**config.mk**
```make
export PLATFORM = sky130hd
export DESIGN_NAME = battery_voltage_window_monitor_top
export DESIGN_NICKNAME = d
export VERILOG_FILES = /design/src/rtl/bvwm_pkg.sv /design/src/rtl/bvwm_scale.sv /design/src/rtl/bvwm_filter.sv /design/src/rtl/bvwm_window.sv /design/src/rtl/battery_voltage_window_monitor_top.sv
export SDC_FILE = /design/constraint.sdc
export NUM_CORES = 1
export LEC_CHECK = 0
export BUFFER_PORTS_ARGS = -buffer_cell sky130_fd_sc_hd__buf_2
export CORE_ASPECT_RATIO = 0.8
export CORE_UTILIZATION = 60
export CTS_BUF_LIST = sky130_fd_sc_hd__clkbuf_8
export DETAILED_ROUTE_END_ITERATION = 6
export PLACE_DENSITY = 0.77
export REMOVE_ABC_BUFFERS = 1
export SYNTH_ARGS = -nofsm -noshare
export SYNTH_HDL_FRONTEND = slang
export SYNTH_HIERARCHICAL = 1
export SYNTH_SLANG_ARGS = --single-unit
```
**constraint.sdc**
```tcl
create_clock -name clk_i -period 9.32 [get_ports clk_i]
set_input_delay 2.796 -clock clk_i [delete_from_list [all_inputs] [get_ports clk_i]]
set_output_delay 2.796 -clock clk_i [all_outputs]
set_load 0.01 [all_outputs]
```
**src/rtl/bvwm_pkg.sv**
```systemverilog
// ----------------------------------------------------------------------------
// Battery voltage window monitor package
// Shared widths, constants, register indexes and the configuration type.
// ----------------------------------------------------------------------------
package bvwm_pkg;

  localparam int unsigned AdcW   = 12;
  localparam int unsigned HalfW  = 24;
  localparam int unsigned CvW    = 12;
  localparam int unsigned DvW    = 9;
  localparam int unsigned CntW   = 8;
  localparam int unsigned CfgIdxW = 2;

  // Half of 7260 * adc + 806715, floored: 3630 * adc + 403357.
  localparam logic [AdcW-1:0]  ScaleMulHalf = 12'd3630;
  localparam logic [HalfW-1:0] ScaleAddHalf = 24'd403357;

  // Reciprocal of 4095 scaled by 2^36, exact for every reachable operand.
  localparam logic [24:0] ScaleRecip  = 25'd16781314;
  localparam int unsigned ScaleShift  = 36;

  // 52429 / 2^18 is one fifth, 52429 / 2^19 is one tenth, exact in range.
  localparam logic [15:0] RecipFive   = 16'd52429;
  localparam int unsigned FiveShift   = 18;
  localparam int unsigned TenShift    = 19;

  localparam logic [DvW-1:0]  WinLowRst  = 9'd180;
  localparam logic [DvW-1:0]  WinHighRst = 9'd310;
  localparam logic [CntW-1:0] ReloadRst  = 8'd200;

  typedef enum logic [CfgIdxW-1:0] {
    CfgWinLow  = 2'd0,
    CfgWinHigh = 2'd1,
    CfgReload  = 2'd2
  } cfg_idx_e;

  typedef struct packed {
    logic [DvW-1:0]  win_low;
    logic [DvW-1:0]  win_high;
    logic [CntW-1:0] reload;
  } cfg_t;

endpackage

```
**src/rtl/bvwm_scale.sv**
```systemverilog
// ----------------------------------------------------------------------------
// Battery voltage window monitor sample scaling
// Two registered stages turn a converter reading into centivolts.
// ----------------------------------------------------------------------------
module bvwm_scale (
  input  logic                      clk_i,
  input  logic                      rst_ni,
  input  logic                      in_valid_i,
  output logic                      in_ready_o,
  input  logic [bvwm_pkg::AdcW-1:0] adc_i,
  output logic                      out_valid_o,
  input  logic                      out_ready_i,
  output logic [bvwm_pkg::CvW-1:0]  scaled_o
);
  import bvwm_pkg::*;

  logic             half_vld_q;
  logic [HalfW-1:0] half_d, half_q;
  logic             scl_vld_q;
  logic [CvW-1:0]   scl_d, scl_q;
  logic [48:0]      prod;
  logic             rdy1, rdy2;

  assign rdy2 = !scl_vld_q || out_ready_i;
  assign rdy1 = !half_vld_q || rdy2;

  assign half_d = HalfW'(adc_i) * HalfW'(ScaleMulHalf) + ScaleAddHalf;
  assign prod   = 49'(half_q) * 49'(ScaleRecip);
  assign scl_d  = prod[ScaleShift +: CvW];

  always_ff @(posedge clk_i or negedge rst_ni) begin
    if (!rst_ni) begin
      half_vld_q <= 1'b0;
      scl_vld_q  <= 1'b0;
    end else begin
      if (rdy1) half_vld_q <= in_valid_i;
      if (rdy2) scl_vld_q  <= half_vld_q;
    end
  end

  always_ff @(posedge clk_i) begin
    if (rdy1 && in_valid_i) half_q <= half_d;
    if (rdy2 && half_vld_q) scl_q  <= scl_d;
  end

  assign in_ready_o  = rdy1;
  assign out_valid_o = scl_vld_q;
  assign scaled_o    = scl_q;

endmodule

```
**src/rtl/bvwm_filter.sv**
```systemverilog
// ----------------------------------------------------------------------------
// Battery voltage window monitor smoothing filter
// First-order filter stage followed by a decivolt conversion stage.
// ----------------------------------------------------------------------------
module bvwm_filter (
  input  logic                     clk_i,
  input  logic                     rst_ni,
  input  logic                     in_valid_i,
  output logic                     in_ready_o,
  input  logic [bvwm_pkg::CvW-1:0] scaled_i,
  output logic                     out_valid_o,
  input  logic                     out_ready_i,
  output logic [bvwm_pkg::CvW-1:0] filt_o,
  output logic [bvwm_pkg::DvW-1:0] level_o
);
  import bvwm_pkg::*;

  logic           flt_vld_q;
  logic [CvW-1:0] flt_d, flt_q;
  logic           lvl_vld_q;
  logic [CvW-1:0] cv_q;
  logic [DvW-1:0] lvl_d, lvl_q;
  logic [14:0]    sum;
  logic [30:0]    prod5;
  logic [27:0]    prod10;
  logic           rdy1, rdy2;

  assign rdy2 = !lvl_vld_q || out_ready_i;
  assign rdy1 = !flt_vld_q || rdy2;

  assign sum    = {1'b0, flt_q, 2'b00} + 15'(scaled_i);
  assign prod5  = 31'(sum) * 31'(RecipFive);
  assign flt_d  = prod5[FiveShift +: CvW];
  assign prod10 = 28'(flt_q) * 28'(RecipFive);
  assign lvl_d  = prod10[TenShift +: DvW];

  always_ff @(posedge clk_i or negedge rst_ni) begin
    if (!rst_ni) begin
      flt_vld_q <= 1'b0;
      lvl_vld_q <= 1'b0;
      flt_q     <= '0;
    end else begin
      if (rdy1) flt_vld_q <= in_valid_i;
      if (rdy2) lvl_vld_q <= flt_vld_q;
      if (rdy1 && in_valid_i) flt_q <= flt_d;
    end
  end

  always_ff @(posedge clk_i) begin
    if (rdy2 && flt_vld_q) begin
      cv_q  <= flt_q;
      lvl_q <= lvl_d;
    end
  end

  assign in_ready_o  = rdy1;
  assign out_valid_o = lvl_vld_q;
  assign filt_o      = cv_q;
  assign level_o     = lvl_q;

endmodule

```
**src/rtl/bvwm_window.sv**
```systemverilog
// ----------------------------------------------------------------------------
// Battery voltage window monitor window check
// Compares the level with the window, runs the debounce counter and holds
// the result register.
// ----------------------------------------------------------------------------
module bvwm_window (
  input  logic                     clk_i,
  input  logic                     rst_ni,
  input  bvwm_pkg::cfg_t           cfg_i,
  input  logic                     in_valid_i,
  output logic                     in_ready_o,
  input  logic [bvwm_pkg::CvW-1:0] filt_i,
  input  logic [bvwm_pkg::DvW-1:0] level_i,
  output logic                     out_valid_o,
  input  logic                     out_ready_i,
  output logic [bvwm_pkg::CvW-1:0] filt_o,
  output logic [bvwm_pkg::DvW-1:0] level_o,
  output logic                     normal_o,
  output logic                     low_o,
  output logic                     high_o
);
  import bvwm_pkg::*;

  logic            vld_q;
  logic            rdy;
  logic            load;
  logic            in_win;
  logic [CntW-1:0] cnt_d, cnt_q;
  logic            normal_d, normal_q;
  logic            low_d, low_q;
  logic            high_d, high_q;
  logic [CvW-1:0]  cv_q;
  logic [DvW-1:0]  lvl_q;

  assign rdy    = !vld_q || out_ready_i;
  assign load   = rdy && in_valid_i;
  assign in_win = (level_i >= cfg_i.win_low) && (level_i <= cfg_i.win_high);

  always_comb begin
    cnt_d    = cnt_q;
    normal_d = normal_q;
    low_d    = low_q;
    high_d   = high_q;
    if (in_win) begin
      normal_d = 1'b1;
      low_d    = 1'b0;
      high_d   = 1'b0;
      cnt_d    = cfg_i.reload;
    end else begin
      normal_d = 1'b0;
      if (cnt_q != '0) begin
        cnt_d = cnt_q - CntW'(1);
      end else if (level_i < cfg_i.win_low) begin
        low_d  = 1'b1;
        high_d = 1'b0;
      end else begin
        high_d = 1'b1;
        low_d  = 1'b0;
      end
    end
  end

  always_ff @(posedge clk_i or negedge rst_ni) begin
    if (!rst_ni) begin
      vld_q    <= 1'b0;
      cnt_q    <= ReloadRst;
      normal_q <= 1'b0;
      low_q    <= 1'b0;
      high_q   <= 1'b0;
    end else begin
      if (rdy) vld_q <= in_valid_i;
      if (load) begin
        cnt_q    <= cnt_d;
        normal_q <= normal_d;
        low_q    <= low_d;
        high_q   <= high_d;
      end
    end
  end

  always_ff @(posedge clk_i) begin
    if (load) begin
      cv_q  <= filt_i;
      lvl_q <= level_i;
    end
  end

  assign in_ready_o  = rdy;
  assign out_valid_o = vld_q;
  assign filt_o      = cv_q;
  assign level_o     = lvl_q;
  assign normal_o    = normal_q;
  assign low_o       = low_q;
  assign high_o      = high_q;

endmodule

```
**src/rtl/battery_voltage_window_monitor_top.sv**
```systemverilog
// ----------------------------------------------------------------------------
// Battery voltage window monitor
// An input transfer reaches the result on the master side through two scaling
// stages, the filter stage, the decivolt stage and the window result register.
// One sample per cycle is taken in steady state when the master side is ready.
// Reset clears the filter and flags and loads the window and debounce
// registers with their defaults; the debounce counter starts at 200.
// ----------------------------------------------------------------------------
module battery_voltage_window_monitor_top (
  input  logic                         clk_i,
  input  logic                         rst_ni,
  input  logic                         s_axis_tvalid,
  output logic                         s_axis_tready,
  input  logic [15:0]                  s_axis_tdata,  // adc_sample, zero fill
  output logic                         m_axis_tvalid,
  input  logic                         m_axis_tready,
  // filtered_cv, level_dv, power_normal, power_low, power_high
  output logic [23:0]                  m_axis_tdata,
  input  logic                         cfg_we_i,
  input  logic [bvwm_pkg::CfgIdxW-1:0] cfg_index_i,
  input  logic [bvwm_pkg::DvW-1:0]     cfg_data_i
);
  import bvwm_pkg::*;

  cfg_t           cfg_q;
  logic           scl_vld, scl_rdy;
  logic [CvW-1:0] scl;
  logic           flt_vld, flt_rdy;
  logic [CvW-1:0] flt_cv;
  logic [DvW-1:0] flt_lvl;
  logic [CvW-1:0] out_cv;
  logic [DvW-1:0] out_lvl;
  logic           out_normal, out_low, out_high;

  always_ff @(posedge clk_i or negedge rst_ni) begin
    if (!rst_ni) begin
      cfg_q.win_low  <= WinLowRst;
      cfg_q.win_high <= WinHighRst;
      cfg_q.reload   <= ReloadRst;
    end else if (cfg_we_i) begin
      case (cfg_idx_e'(cfg_index_i))
        CfgWinLow:  cfg_q.win_low  <= cfg_data_i;
        CfgWinHigh: cfg_q.win_high <= cfg_data_i;
        CfgReload:  cfg_q.reload   <= cfg_data_i[CntW-1:0];
        default: ;
      endcase
    end
  end

  bvwm_scale u_scale (
    .clk_i       (clk_i),
    .rst_ni      (rst_ni),
    .in_valid_i  (s_axis_tvalid),
    .in_ready_o  (s_axis_tready),
    .adc_i       (s_axis_tdata[AdcW-1:0]),
    .out_valid_o (scl_vld),
    .out_ready_i (scl_rdy),
    .scaled_o    (scl)
  );

  bvwm_filter u_filter (
    .clk_i       (clk_i),
    .rst_ni      (rst_ni),
    .in_valid_i  (scl_vld),
    .in_ready_o  (scl_rdy),
    .scaled_i    (scl),
    .out_valid_o (flt_vld),
    .out_ready_i (flt_rdy),
    .filt_o      (flt_cv),
    .level_o     (flt_lvl)
  );

  bvwm_window u_window (
    .clk_i       (clk_i),
    .rst_ni      (rst_ni),
    .cfg_i       (cfg_q),
    .in_valid_i  (flt_vld),
    .in_ready_o  (flt_rdy),
    .filt_i      (flt_cv),
    .level_i     (flt_lvl),
    .out_valid_o (m_axis_tvalid),
    .out_ready_i (m_axis_tready),
    .filt_o      (out_cv),
    .level_o     (out_lvl),
    .normal_o    (out_normal),
    .low_o       (out_low),
    .high_o      (out_high)
  );

  assign m_axis_tdata = {out_high, out_low, out_normal, out_lvl, out_cv};

  a_low_high_excl : assert property (@(posedge clk_i) disable iff (!rst_ni)
    !(out_low && out_high))
    else $error("low and high flags set together");

  a_normal_clears : assert property (@(posedge clk_i) disable iff (!rst_ni)
    out_normal |-> (!out_low && !out_high))
    else $error("normal flag set with low or high flag");

  a_level_match : assert property (@(posedge clk_i) disable iff (!rst_ni)
    m_axis_tvalid |-> (out_lvl <= 9'(out_cv >> 3)))
    else $error("level does not follow filtered value");

endmodule

```
# == After elaboration in Yosys (flattened, before gate mapping) ==
# Index checks and enable logic that the tools add are counted.
# Widths: inputs -> output; s select.
# classes
addsub,3
mul,4
reduce_logical,24
n_eq_ne,3
n_lt_le_gt_ge,3
muxes,9
# op_table
cell,count
$mul 24x24->47 const B,1
$mul 15x16->30 const B,1
$mul 12x16->28 const B,1
$add 24x19->24 const B,1
$mul 12x11->23 const B,1
$mux 8,2
$add 14x12->15,1
$reduce_and 2->1,5
$ge 9x9->1,1
$le 9x9->1,1
$lt 9x9->1,1
$reduce_bool 8->1,1
$sub 8x1->8 const B,1
$mux 1,7
$logic_and 1x1->1,6
$logic_not 1->1,5
$logic_or 1x1->1,5
$eq 2x1->1 const B,1
$eq 2x2->1 const B,1
$logic_not 2->1,1
$ne 2x1->1 const B,1
$reduce_bool 2->1,1
# word_totals
inputBits,32
reg_bits,132
out_inout_bits,26

# == Depth between registers and ports, before layout ==
# depth
word_depth,7
mapped_depth,29
ltp_nobuf,29

# == Modules after synthesis ==
# Netlist, hierarchy kept.
# by_module_without_submodules
module,n_inst,cells_per_inst,area_each_um2,seq_area_each_um2
bvwm_filter,1,782,7796.2,980.9
bvwm_scale,1,645,6572.6,1101.1
bvwm_window,1,173,1913.1,934.6
battery_voltage_window_monitor_top,1,59,1023.5,665.6

# == Worst setup path after synthesis ==
# No wires, ideal clock.
# synth_timing
path_kind,input -> register
start,in s_axis_tdata[3]
end,"reg u_scale.half_q[22], data pin"
stages,21
path_buffers,1
t_required_ns,9.054
t_arrival_ns,7.363
path_slack_ns,1.691
path_cell_list,inv_1 -> fa_1 -> inv_1 -> ha_1 -> inv_1 -> fa_1 -> inv_1 -> fa_1 -> inv_1 -> fa_1 -> inv_1 -> ha_1 -> clkbuf_1 -> inv_1 -> a2111oi_0 -> o21ai_0 -> mux2i_1 -> a211oi_2 -> a211oi_2 -> o21bai_1 -> xor2_1
# synth_via
elab_chain_cells,2
# synth_rtl
element,line_no,rtl
start: declaration,battery_voltage_window_monitor_top.sv:14,"input logic [15:0] s_axis_tdata,"
$mul 12x11->23,bvwm_scale.sv:27,assign half_d = HalfW'(adc_i) * HalfW'(ScaleMulHalf) + ScaleAddHalf;
$add 24x19->24,bvwm_scale.sv:27,
net u_scale.half_d[22],bvwm_scale.sv:18,"logic [HalfW-1:0] half_d, half_q;"
end signal: assignment,bvwm_scale.sv:42,if (rdy1 && in_valid_i) half_q <= half_d;
end: declaration,bvwm_scale.sv:18,
# The timed path passes the listed nets, and every way through them passes these cells.
# A chain may end at the register's enable or synchronous reset.

# == Worst setup path after layout ==
# layout_timing
start,reg u_filter.flt_q[0]
end,reg u_filter.flt_q[11]
# layout_via
elab_chain_cells,2
# layout_rtl
element,line_no,rtl
start: declaration,bvwm_filter.sv:19,"logic [CvW-1:0] flt_d, flt_q;"
start signal: assignment,bvwm_filter.sv:45,if (rdy1 && in_valid_i) flt_q <= flt_d;
$add 14x12->15,bvwm_filter.sv:31,"assign sum = {1'b0, flt_q, 2'b00} + 15'(scaled_i);"
$mul 15x16->30,bvwm_filter.sv:32,assign prod5 = 31'(sum) * 31'(RecipFive);
# Every way passes these cells.

==> reports/qor.yml <==
diodes: 0
rrSetupSlack_ps: 1580
met3_usage_pct: 3.72
viasPerCell: 5.72
grt_util_met2_pct: 40.3
max_freq_mhz: 129
antenna_found_initial: 0
cts_made_buffers: 17
drive_gt1_share_pct: 9.84
num_vias: 12005
most-common-layout-cells: "ha_1 (412), inv_1 (309), fa_1 (142)"
maxSlewHeadroom_pct: 26.4
rsz0062_at_grt: "no"
worst_skew_pair.late_latency_ps: 460
post_cts_buffers: 0
area_delta_synth_final_pct: 5.97
period_share_pct: 83.0
num_rows: 55
core_sq_um: 28300
path_buf_inv: 5
rr_endpoint: "u_filter/flt_q[11]$_DFFE_PN0P_"
cts_tree: "yes"
hold_depth: 0
seq_area_frac_synth_pct: 21.3
io_buffers: 53
first_pass_iters: 5
grt.met1_usage_pct: 35.3
htree_levels: 4
r2r_start: "u_filter/flt_q[0]$_DFFE_PN0P_"
cts_sinks: 131
cts_resized: 0
hold_end: "u_window/filt_o[2]$_DFFE_PP_"
synth_top_area_cell: "ha_1"
cp_data_required_time_ps: 9700
grtUsageTotal_pct: 24.9
place_congestion: 0.894
grt_pass1_wl_um: 58600
routed_wl_um: 34000
grt_max_degree: 55
cts_hold_buf: 0
ys_types: 90
grt_pass1_vias: 12245
synth_area_leaders: "ha_1 (30%), fa_1 (16%), edfxtp_1 (13%), inv_1 (6.7%), dfrtp_1 (5.6%)"
synth_area_sq_um: 17300
ys_ff_latch: 131
drc: 0
critPathTopFamily: "adder cells"
nets: 2300
hold_path.class: "reg2reg"
crit_fanout: 8
clk_pin_slew_worst_paths_ps: 80
synth_compound_area_share_pct: 10.7
slowest_stage: "dfrtp_1"
crit_arrival_ps: 8120
dieHeight_um: 154
synth_top_family_by_area: "adder cells"
synthXorXnorAreaFrac_pct: 4.04
yosys.area_share.adder_pct: 46.2
cts_buffer_depth: 2
synthCells: 1659
synthMuxAreaShare_pct: 1.93
status: "finished clean"
die_width_um: 192
wl_per_cell_um: 16.2
hold_start: "u_filter/filt_o[2]$_DFFE_PP_"
crit_type: "reg2reg"
ioPinCount: 58
tightest_slew_ps: 1100
die_area_sq_um: 29500
ant_nets: 0
hold_viol_final: 0
syn_area_per_cell_sq_um: 10.4
critPathCaptureType: "register"
synth_edf_count: 77
max-cap-violations: 0
fin_worst_skew_ps: 13.3
top_usage_layer: "met2"
period_needed_ps: 7740
start_util_pct: 61.2
drtIter0Drc: 603
async_reset_ff_share_pct: 41.2
max_stage_delay_ps: 690
tns_ps: 0
start_kind: "register"
setup_viol: 0
synth_top_area_share_pct: 29.8
overflow: 0
cts-root-buf: "clkbuf_8"
mostFrequentLayoutCell: "ha_1"
dp.final_hpwl_um: 28200
ys.flop_type: "edfxtp_1"
slew_viol_final: 0
ys_warn_count: 6
synthSimpleGateAreaFrac_pct: 8.56
reg2reg_depth: 28
==> layout make-up <==
| cell class | instances | area, sq um |
|---|---|---|
| timing repair buffer | 56 | 288 |
| multi-input combinational | 1199 | 12400 |
| clock inverter | 15 | 155 |
| clock buffer | 17 | 234 |
| sequential | 131 | 3680 |
| inverter | 309 | 1160 |
| tap | 370 | 463 |
| fill | 2189 | 9940 |
==> how the worst max path moves through the flow <==
stage | from | to | slack, ps | cells after the start
floorplan | s_axis_tdata[1] | u_scale/half_q[22]$_DFFE_PP_ | 1740 | 20
detailed placement | s_axis_tdata[2] | u_scale/half_q[22]$_DFFE_PP_ | 1170 | 21
CTS | u_filter/flt_q[0]$_DFFE_PN0P_ | u_filter/flt_q[11]$_DFFE_PN0P_ | 1630 | 28
global placement | s_axis_tdata[1] | u_scale/half_q[22]$_DFFE_PP_ | 1260 | 21
global route | u_filter/flt_q[0]$_DFFE_PN0P_ | u_filter/flt_q[11]$_DFFE_PN0P_ | 1190 | 28
finish | u_filter/flt_q[0]$_DFFE_PN0P_ | u_filter/flt_q[11]$_DFFE_PN0P_ | 1580 | 28
==> cell families (layout without fill, tap and decap cells) <==
kind of cell / count (synthesis) / in the layout
multiplexers: 30 / 30
buffers and inverters: 329 / 397
AND/OR/NAND/NOR: 279 / 279
AO/OA/AOI/OAI: 257 / 257
flip-flops: 131 / 131
XOR/XNOR: 79 / 79
adder cells (fa/ha/maj): 554 / 554
==> flip-flops by register name (all words and copies together) (netlist names), 8 cells and up <==
name              cells
u_filter/filt_o      12
u_filter/level_o      9
u_filter/flt_q       12
u_window/cnt_q        8
u_window/level_o      9
u_window/filt_o      12
u_scale/scaled_o     12
cfg_q                26
u_scale/half_q       23
==> layer usage <==
| layer | wire [um] | up-vias |
|---|---|---|
| li1 | - | 5841 |
| met1 | 16200 | 5880 |
| met2 | 15900 | 256 |
| met3 | 1570 | 28 |
| met4 | 386 | 0 |
| met5 | 0 | - |
==> cell usage after synthesis (all sizes together) (3+ instances only) <==
cell type	count
edfxtp	77
or2	3
inv	309
nor2	51
buf	8
o21ai	57
nor2b	11
a41oi	3
o221ai	3
and3	10
nor3	31
nand4	13
mux2i	3
a2111oi	8
a211oi	11
o21a	16
a21oi	65
xor2	31
ha	412
clkbuf	11
nor4	7
mux2	27
o21bai	4
a31oi	4
dfstp	15
dfrtp	39
and2	12
nand3b	7
fa	142
o31ai	4
a211o	7
or3	11
nand2	71
o22ai	3
nand3	20
nand2b	17
o211ai	22
xnor2	48
nor3b	5
a21o	26
==> stage by stage <==
step | worst slack, ps | hold WS [ps] | std cells | instance area, sq um | utilization [%]
2_1_floorplan | 1740 | 400 | 1639 | 17200 | -
3_3_place_gp | 1260 | 400 | 2065 | 17900 | 63.5
3_5_place_dp | 1170 | 405 | 2065 | 17900 | 63.5
4_1_cts | 1630 | 415 | 2097 | 18300 | 64.8
5_1_grt | 1190 | 424 | 2097 | 18300 | 64.8
6_report | 1580 | 415 | 2097 | 18300 | 64.8
Power is not shown: default switching activity piles up to over one toggle a cycle in this logic, so the estimate is an artifact.
